### src/hw/rtl/cbts_pkg.sv
// Types, widths and codes of the credit-based traffic shaper.
`timescale 1ns / 1ps
`default_nettype none
package cbts_pkg;

   localparam int CREDIT_W = 48;
   localparam int LEVEL_W  = 20;
   localparam int HOLD_W   = 28;
   localparam int SLOPE_W  = 24;
   localparam int TPB_W    = 8;
   localparam int OVH_W    = 6;
   localparam int CMD_W    = 2;
   localparam int CSR_IDX_W  = 2;
   localparam int CSR_DATA_W = 24;
   localparam int REQ_DATA_W = 24;
   localparam int RSP_DATA_W = 48;

   typedef logic [CMD_W-1:0] cmd_type;
   localparam cmd_type CMD_TICK  = 2'd0;
   localparam cmd_type CMD_LEVEL = 2'd1;
   localparam cmd_type CMD_IDLE  = 2'd2;

   typedef logic [CSR_IDX_W-1:0] csr_idx_type;
   localparam csr_idx_type REG_IDLE_CREDIT = 2'd0;
   localparam csr_idx_type REG_SEND_CREDIT = 2'd1;
   localparam csr_idx_type REG_TICKS_BYTE  = 2'd2;
   localparam csr_idx_type REG_OVERHEAD    = 2'd3;

   localparam logic [SLOPE_W-1:0] IDLE_CREDIT_RST = '0;
   localparam logic [SLOPE_W-1:0] SEND_CREDIT_RST = '0;
   localparam logic [TPB_W-1:0]   TICKS_BYTE_RST  = 8'd1;
   localparam logic [OVH_W-1:0]   OVERHEAD_RST    = 6'd20;

   typedef struct packed {
      logic [SLOPE_W-1:0] idle_credit;
      logic [SLOPE_W-1:0] send_credit;
      logic [TPB_W-1:0]   ticks_per_byte;
      logic [OVH_W-1:0]   overhead;
   } cfg_type;

   typedef struct packed {
      logic signed [CREDIT_W-1:0] credit;
      logic [LEVEL_W-1:0]         queue_bytes;
      logic [HOLD_W-1:0]          hold_ticks;
      logic                       transmitting;
   } state_type;

endpackage
`default_nettype wire

### src/hw/rtl/credit_based_traffic_shaper.sv
// Top level of the credit-based traffic shaper for one traffic class.
//
//  channel  dir  handshake            payload
//  req      in   req_tvalid/tready    tuser: cmd; tdata: queue_level
//  rsp      out  rsp_tvalid/tready    tuser: gate_open; tdata: credit_now
//  csr      in   csr_valid/csr_ready  csr_index, csr_data
//
// One word per cycle while the result is not stalled; a taken word passes from the input
// register through the update logic into the result register.
// The credit loop is the path that sets the clock: one 21x24 multiply, 49-bit subtract, clamp.
// Reset (synchronous) clears credit, queue, hold and both pipeline stages, and loads
// register defaults. A stalled result blocks the input only once the input register is full.
`timescale 1ns / 1ps
`default_nettype none
module credit_based_traffic_shaper (
   input  logic                                clock,
   input  logic                                reset,
   input  logic                                req_tvalid,
   output logic                                req_tready,
   input  logic [cbts_pkg::REQ_DATA_W-1:0]     req_tdata,   // [19:0] queue_level, [23:20] zero
   input  logic [cbts_pkg::CMD_W-1:0]          req_tuser,   // [1:0] cmd
   output logic                                rsp_tvalid,
   input  logic                                rsp_tready,
   output logic [cbts_pkg::RSP_DATA_W-1:0]     rsp_tdata,   // [47:0] credit_now
   output logic                                rsp_tuser,   // [0] gate_open
   input  logic                                csr_valid,
   output logic                                csr_ready,
   input  logic [cbts_pkg::CSR_IDX_W-1:0]      csr_index,
   input  logic [cbts_pkg::CSR_DATA_W-1:0]     csr_data
);
   import cbts_pkg::*;

   cfg_type                 cfg_ff, cfg_in;
   state_type               state_ff, state_nxt;
   logic                    in_vld_ff;
   cmd_type                 in_cmd_ff;
   logic [LEVEL_W-1:0]      in_level_ff;
   logic                    out_vld_ff, out_vld_in;
   logic [CREDIT_W-1:0]     out_credit_ff;
   logic                    out_gate_ff;
   logic                    advance;
   logic                    req_take;

   assign csr_ready = 1'b1;
   assign advance   = in_vld_ff && (!out_vld_ff || rsp_tready);
   assign req_tready = !in_vld_ff || advance;
   assign req_take  = req_tvalid && req_tready;

   always_comb begin
      cfg_in = cfg_ff;
      if (csr_valid && csr_ready) begin
         case (csr_index)
            REG_IDLE_CREDIT: cfg_in.idle_credit    = csr_data[SLOPE_W-1:0];
            REG_SEND_CREDIT: cfg_in.send_credit    = csr_data[SLOPE_W-1:0];
            REG_TICKS_BYTE:  cfg_in.ticks_per_byte = csr_data[TPB_W-1:0];
            REG_OVERHEAD:    cfg_in.overhead       = csr_data[OVH_W-1:0];
            default:         cfg_in = cfg_ff;
         endcase
      end
   end

   always_ff @(posedge clock) begin
      if (reset) begin
         cfg_ff.idle_credit    <= IDLE_CREDIT_RST;
         cfg_ff.send_credit    <= SEND_CREDIT_RST;
         cfg_ff.ticks_per_byte <= TICKS_BYTE_RST;
         cfg_ff.overhead       <= OVERHEAD_RST;
      end else begin
         cfg_ff <= cfg_in;
      end
   end

   // Input register: hold the word until the update stage takes it.
   always_ff @(posedge clock) begin
      if (reset) begin
         in_vld_ff <= 1'b0;
      end else if (req_tready) begin
         in_vld_ff <= req_tvalid;
      end
   end

   always_ff @(posedge clock) begin
      if (req_take) begin
         in_cmd_ff   <= req_tuser;
         in_level_ff <= req_tdata[LEVEL_W-1:0];
      end
   end

   cbts_update u_update (
      .cfg   (cfg_ff),
      .cur   (state_ff),
      .cmd   (in_cmd_ff),
      .level (in_level_ff),
      .nxt   (state_nxt)
   );

   always_ff @(posedge clock) begin
      if (reset) begin
         state_ff <= '0;
      end else if (advance) begin
         state_ff <= state_nxt;
      end
   end

   assign out_vld_in = advance || (out_vld_ff && !rsp_tready);

   always_ff @(posedge clock) begin
      if (reset) begin
         out_vld_ff <= 1'b0;
      end else begin
         out_vld_ff <= out_vld_in;
      end
   end

   always_ff @(posedge clock) begin
      if (advance) begin
         out_credit_ff <= state_nxt.credit;
         out_gate_ff   <= !state_nxt.credit[CREDIT_W-1];
      end
   end

   assign rsp_tvalid = out_vld_ff;
   assign rsp_tdata  = out_credit_ff;
   assign rsp_tuser  = out_gate_ff;

endmodule
`default_nettype wire

### src/hw/rtl/cbts_update.sv
// Next-state logic of the shaper: one word's effect on credit, queue and hold.
`timescale 1ns / 1ps
`default_nettype none
module cbts_update (
   input  cbts_pkg::cfg_type                 cfg,
   input  cbts_pkg::state_type               cur,
   input  cbts_pkg::cmd_type                 cmd,
   input  logic [cbts_pkg::LEVEL_W-1:0]      level,
   output cbts_pkg::state_type               nxt
);
   import cbts_pkg::*;

   localparam int BYTES_W = LEVEL_W + 1;
   localparam int COST_W  = BYTES_W + SLOPE_W;
   localparam int HPROD_W = BYTES_W + TPB_W;

   logic [BYTES_W-1:0]       bytes;
   logic [COST_W-1:0]        cost;
   logic [HPROD_W-1:0]       hold_prod;
   logic signed [CREDIT_W:0] add_sum;
   logic signed [CREDIT_W:0] sub_sum;
   logic signed [CREDIT_W-1:0] add_sat;
   logic signed [CREDIT_W-1:0] sub_sat;
   logic                     q_empty;

   function automatic logic signed [CREDIT_W-1:0] sat48(input logic signed [CREDIT_W:0] v);
      logic signed [CREDIT_W-1:0] r;
      if (v[CREDIT_W] != v[CREDIT_W-1]) begin
         r = v[CREDIT_W] ? {1'b1, {(CREDIT_W-1){1'b0}}} : {1'b0, {(CREDIT_W-1){1'b1}}};
      end else begin
         r = v[CREDIT_W-1:0];
      end
      return r;
   endfunction

   // Drop positive credit to zero.
   function automatic logic signed [CREDIT_W-1:0] zero_pos(input logic signed [CREDIT_W-1:0] c);
      logic signed [CREDIT_W-1:0] r;
      r = (!c[CREDIT_W-1] && (c != '0)) ? '0 : c;
      return r;
   endfunction

   assign bytes = BYTES_W'(cur.queue_bytes - level) + BYTES_W'(cfg.overhead);
   assign cost      = COST_W'(bytes) * COST_W'(cfg.send_credit);
   assign hold_prod = HPROD_W'(bytes) * HPROD_W'(cfg.ticks_per_byte);
   assign add_sum = {cur.credit[CREDIT_W-1], cur.credit} +
                    $signed({{(CREDIT_W+1-SLOPE_W){1'b0}}, cfg.idle_credit});
   assign sub_sum = {cur.credit[CREDIT_W-1], cur.credit} -
                    $signed({{(CREDIT_W+1-COST_W){1'b0}}, cost});
   assign add_sat = sat48(add_sum);
   assign sub_sat = sat48(sub_sum);
   assign q_empty = (cur.queue_bytes == '0);

   always_comb begin
      nxt = cur;
      case (cmd)
         CMD_TICK: begin
            if (cur.hold_ticks != '0) begin
               nxt.hold_ticks = cur.hold_ticks - HOLD_W'(1);
            end else begin
               nxt.credit = q_empty ? zero_pos(add_sat) : add_sat;
            end
         end
         CMD_LEVEL: begin
            nxt.queue_bytes = level;
            if (level > cur.queue_bytes) begin
               if (q_empty) begin
                  nxt.credit = zero_pos(cur.credit);
               end
            end else if (level < cur.queue_bytes) begin
               nxt.credit       = sub_sat;
               nxt.hold_ticks   = hold_prod[HOLD_W-1:0];
               nxt.transmitting = 1'b1;
            end
         end
         CMD_IDLE: begin
            nxt.transmitting = 1'b0;
            if (q_empty) begin
               nxt.credit = zero_pos(cur.credit);
            end
         end
         default: begin
            nxt = cur;
         end
      endcase
   end

endmodule
`default_nettype wire

### config.mk
export PLATFORM = sky130hd
export DESIGN_NAME = credit_based_traffic_shaper
export DESIGN_NICKNAME = d
export VERILOG_FILES = /design/src/hw/rtl/cbts_pkg.sv /design/src/hw/rtl/credit_based_traffic_shaper.sv /design/src/hw/rtl/cbts_update.sv
export SDC_FILE = /design/constraint.sdc
export NUM_CORES = 2
export LEC_CHECK = 0
export BUFFER_PORTS_ARGS = -buffer_cell sky130_fd_sc_hd__buf_2
export CORE_MARGIN = 8
export CORE_UTILIZATION = 52
export CTS_BUF_LIST = sky130_fd_sc_hd__clkbuf_2
export DETAILED_ROUTE_END_ITERATION = 8
export GPL_TIMING_DRIVEN = 0
export PLACE_DENSITY = 0.72
export SYNTH_ARGS = -nofsm -noshare
export SYNTH_HDL_FRONTEND = slang
export SYNTH_HIERARCHICAL = 1
export SYNTH_SLANG_ARGS = --single-unit
### constraint.sdc
create_clock -name clock -period 18 [get_ports clock]
set_input_delay 0.9 -clock clock [delete_from_list [all_inputs] [get_ports clock]]
set_output_delay 0.9 -clock clock [all_outputs]
set_load 0.03 [all_outputs]
==> results.json <==
{
  "outcome": "finished with violations",
  "violations": "capacitance limit, slew limit",
  "maxSlewViolCount": 6,
  "hold_path.class": "in2reg",
  "grt.overflow.total": 0,
  "timing.final.crit_share": 0.951,
  "grt_usage": 0.304,
  "drc": 0,
  "mappedNetlistArea_mm2": 0.0389,
  "synthCells": 4611,
  "root_buffer": "clkbuf_2",
  "wl_per_cell_um": 21.9,
  "setup_tns_ns": 0,
  "antenna_found_initial": 5,
  "cts_buffers": 58,
  "whs_path_depth": 1,
  "die_h_um": 289,
  "dr.pass1.iters": 9,
  "p_leak_nw": 19.5,
  "cts_tree": "done",
  "synth_area_per_cell_um2": 8.43,
  "drtIter0Drc": 3386,
  "max_slew_margin": -0.0159,
  "drive_above_1_share": 0.0603,
  "stdcell_count": 5818,
  "cts_max_level": 2,
  "synth_warnings": 6,
  "cts_sinks": 231,
  "io_pins": 109,
  "period_minus_slack_ns": 17.12,
  "fp-row-count": 100,
  "ir_drop_mv": 0.0543,
  "crit_fanout": 10,
  "clk_latency_ns": 1.07,
  "grt_max_degree": 59,
  "clockBufferDepth": 3,
  "routed_wl_um": 127000,
  "port_buffers": 101,
  "power_density_mw_per_mm2": 59.5,
  "worstSetupPathType": "reg2reg",
  "synth_nets": 5536,
  "via_per_inst": 5.86,
  "cp_slowest_stage_delay_ns": 0.96,
  "dp.final_hpwl_um": 104000,
  "crit_family": "compound AO/OA/AOI/OAI gates",
  "worst-path-buf-inv": 10,
  "final_nets": 5719,
  "final_antenna_net_count": 0,
  "grt_pass1_vias": 33700,
  "die_w_um": 289,
  "area_growth_pct": 6.79,
  "start_util": 0.524,
  "cts.reportedPaths.clkPinSlew_ns": 0.14,
  "grt_pass1_wl_um": 195000,
  "worstRegToRegCells": 57,
  "cp_slowest_cell": "xnor2_1",
  "core-area_mm2": 0.0742,
  "vias": 34100,
  "setup_viol": 0,
  "rsz0062_at_grt": "no",
  "fin_skew_ns": 0.144,
  "cap_violations": 1,
  "post_cts_buffers": 0,
  "die_area_mm2": 0.0838,
  "crit_arrival_ns": 18.02,
  "fmax_mhz": 58.4,
  "cp-end-kind": "flop",
  "cp.depth": 57,
  "gp_congestion": 1.04,
  "critPathLaunchType": "flop",
  "required_ns": 18.91,
  "tightest_slew_ns": 1.51,
  "dp_cells": 5682,
  "finalHoldViolCount": 0
}
-- layout by cell type (no fill, tap or decap), drive strengths merged, types with 97 or more instances in the layout --
cell type / n
mux2i: 118
ha: 332
nand2b: 232
fa: 536
buf: 149
nand2: 726
nor2: 141
inv: 615
and2: 225
dfxtp: 160
clkbuf: 292
o21ai: 169
xnor2: 97
a21oi: 236
-- registers in the layout (all words and copies together), names as in the netlist --
signal and flops:
cfg_ff 62, in_cmd_ff 2, in_level_ff 20, in_vld_ff 1, rsp_tdata 48, rsp_tuser 1
rsp_tvalid 1, state_ff 96
-- final timing paths --
kind / startpoint / end / slack, ns
setup / recovery: state_ff[29] / state_ff[93] / 0.88
hold / removal: req_tuser[0] / in_cmd_ff[0] / 0.13
setup reg to reg: state_ff[29] / state_ff[93] / 0.88
hold reg to reg: state_ff[96] / state_ff[96] / 0.48
-- metrics by stage --
step,worst slack [ns],area (µm²),util,total power (W),hold WS [ns]
floorplan,5.53,38900,-,0.00156,0.441
global placement,1.60,40600,0.547,0.00198,0.460
detailed placement,1.43,40600,0.547,0.00200,0.470
CTS,1.27,41500,0.559,0.00245,0.0287
global route,0.194,41500,0.559,0.00264,0.0312
finish,0.883,41500,0.559,0.00247,0.128
-- worst reg2reg max path, delay by kind of cell, from the launching register on --
family	cells	cell delay [ns]
adder cells (fa/ha/maj)	12	4.61
AO/OA/AOI/OAI	20	6.11
AND/OR/NAND/NOR	12	1.96
multiplexers	1	0.13
flip-flops	1	0.40
XOR/XNOR	2	1.52
buffers and inverters	10	2.26
-- per-layer routing --
layer / up-vias / global-route usage / share of wire
met4: 4 / 0.146 / 0.056
met1: 16700 / 0.403 / 0.41
li1: 15300 / - / -
met2: 1798 / 0.459 / 0.43
met5: - / 0 / 0.00024
met3: 334 / 0.0802 / 0.11
-- final cells by class --
type	count	area, µm²
inverter	616	2310
multi-input combinational	3509	30200
tap	969	1210
antenna	5	12.5
clock inverter	27	248
clock buffer	83	415
fill	6919	32700
sequential	231	5340
buffer	255	1080
timing repair buffer	123	741
-- repair_timing --
item	4_1_cts	5_1_grt
hold buffers	20	0
endpoints found under the hold margin	20	0
gates resized for setup	0	1
endpoints found under the setup margin	0	3
-- power breakdown --
group	switching [W]	internal, W	leakage, nW	total [W]
sequential	0.0000243	0.000559	1.98	0.000583
clock	0.000242	0.000200	0.472	0.000441
combinational	0.000939	0.000506	17.1	0.00145
total	0.00121	0.00126	19.5	0.00247
Note: power is estimated with default switching activity, not from simulation.
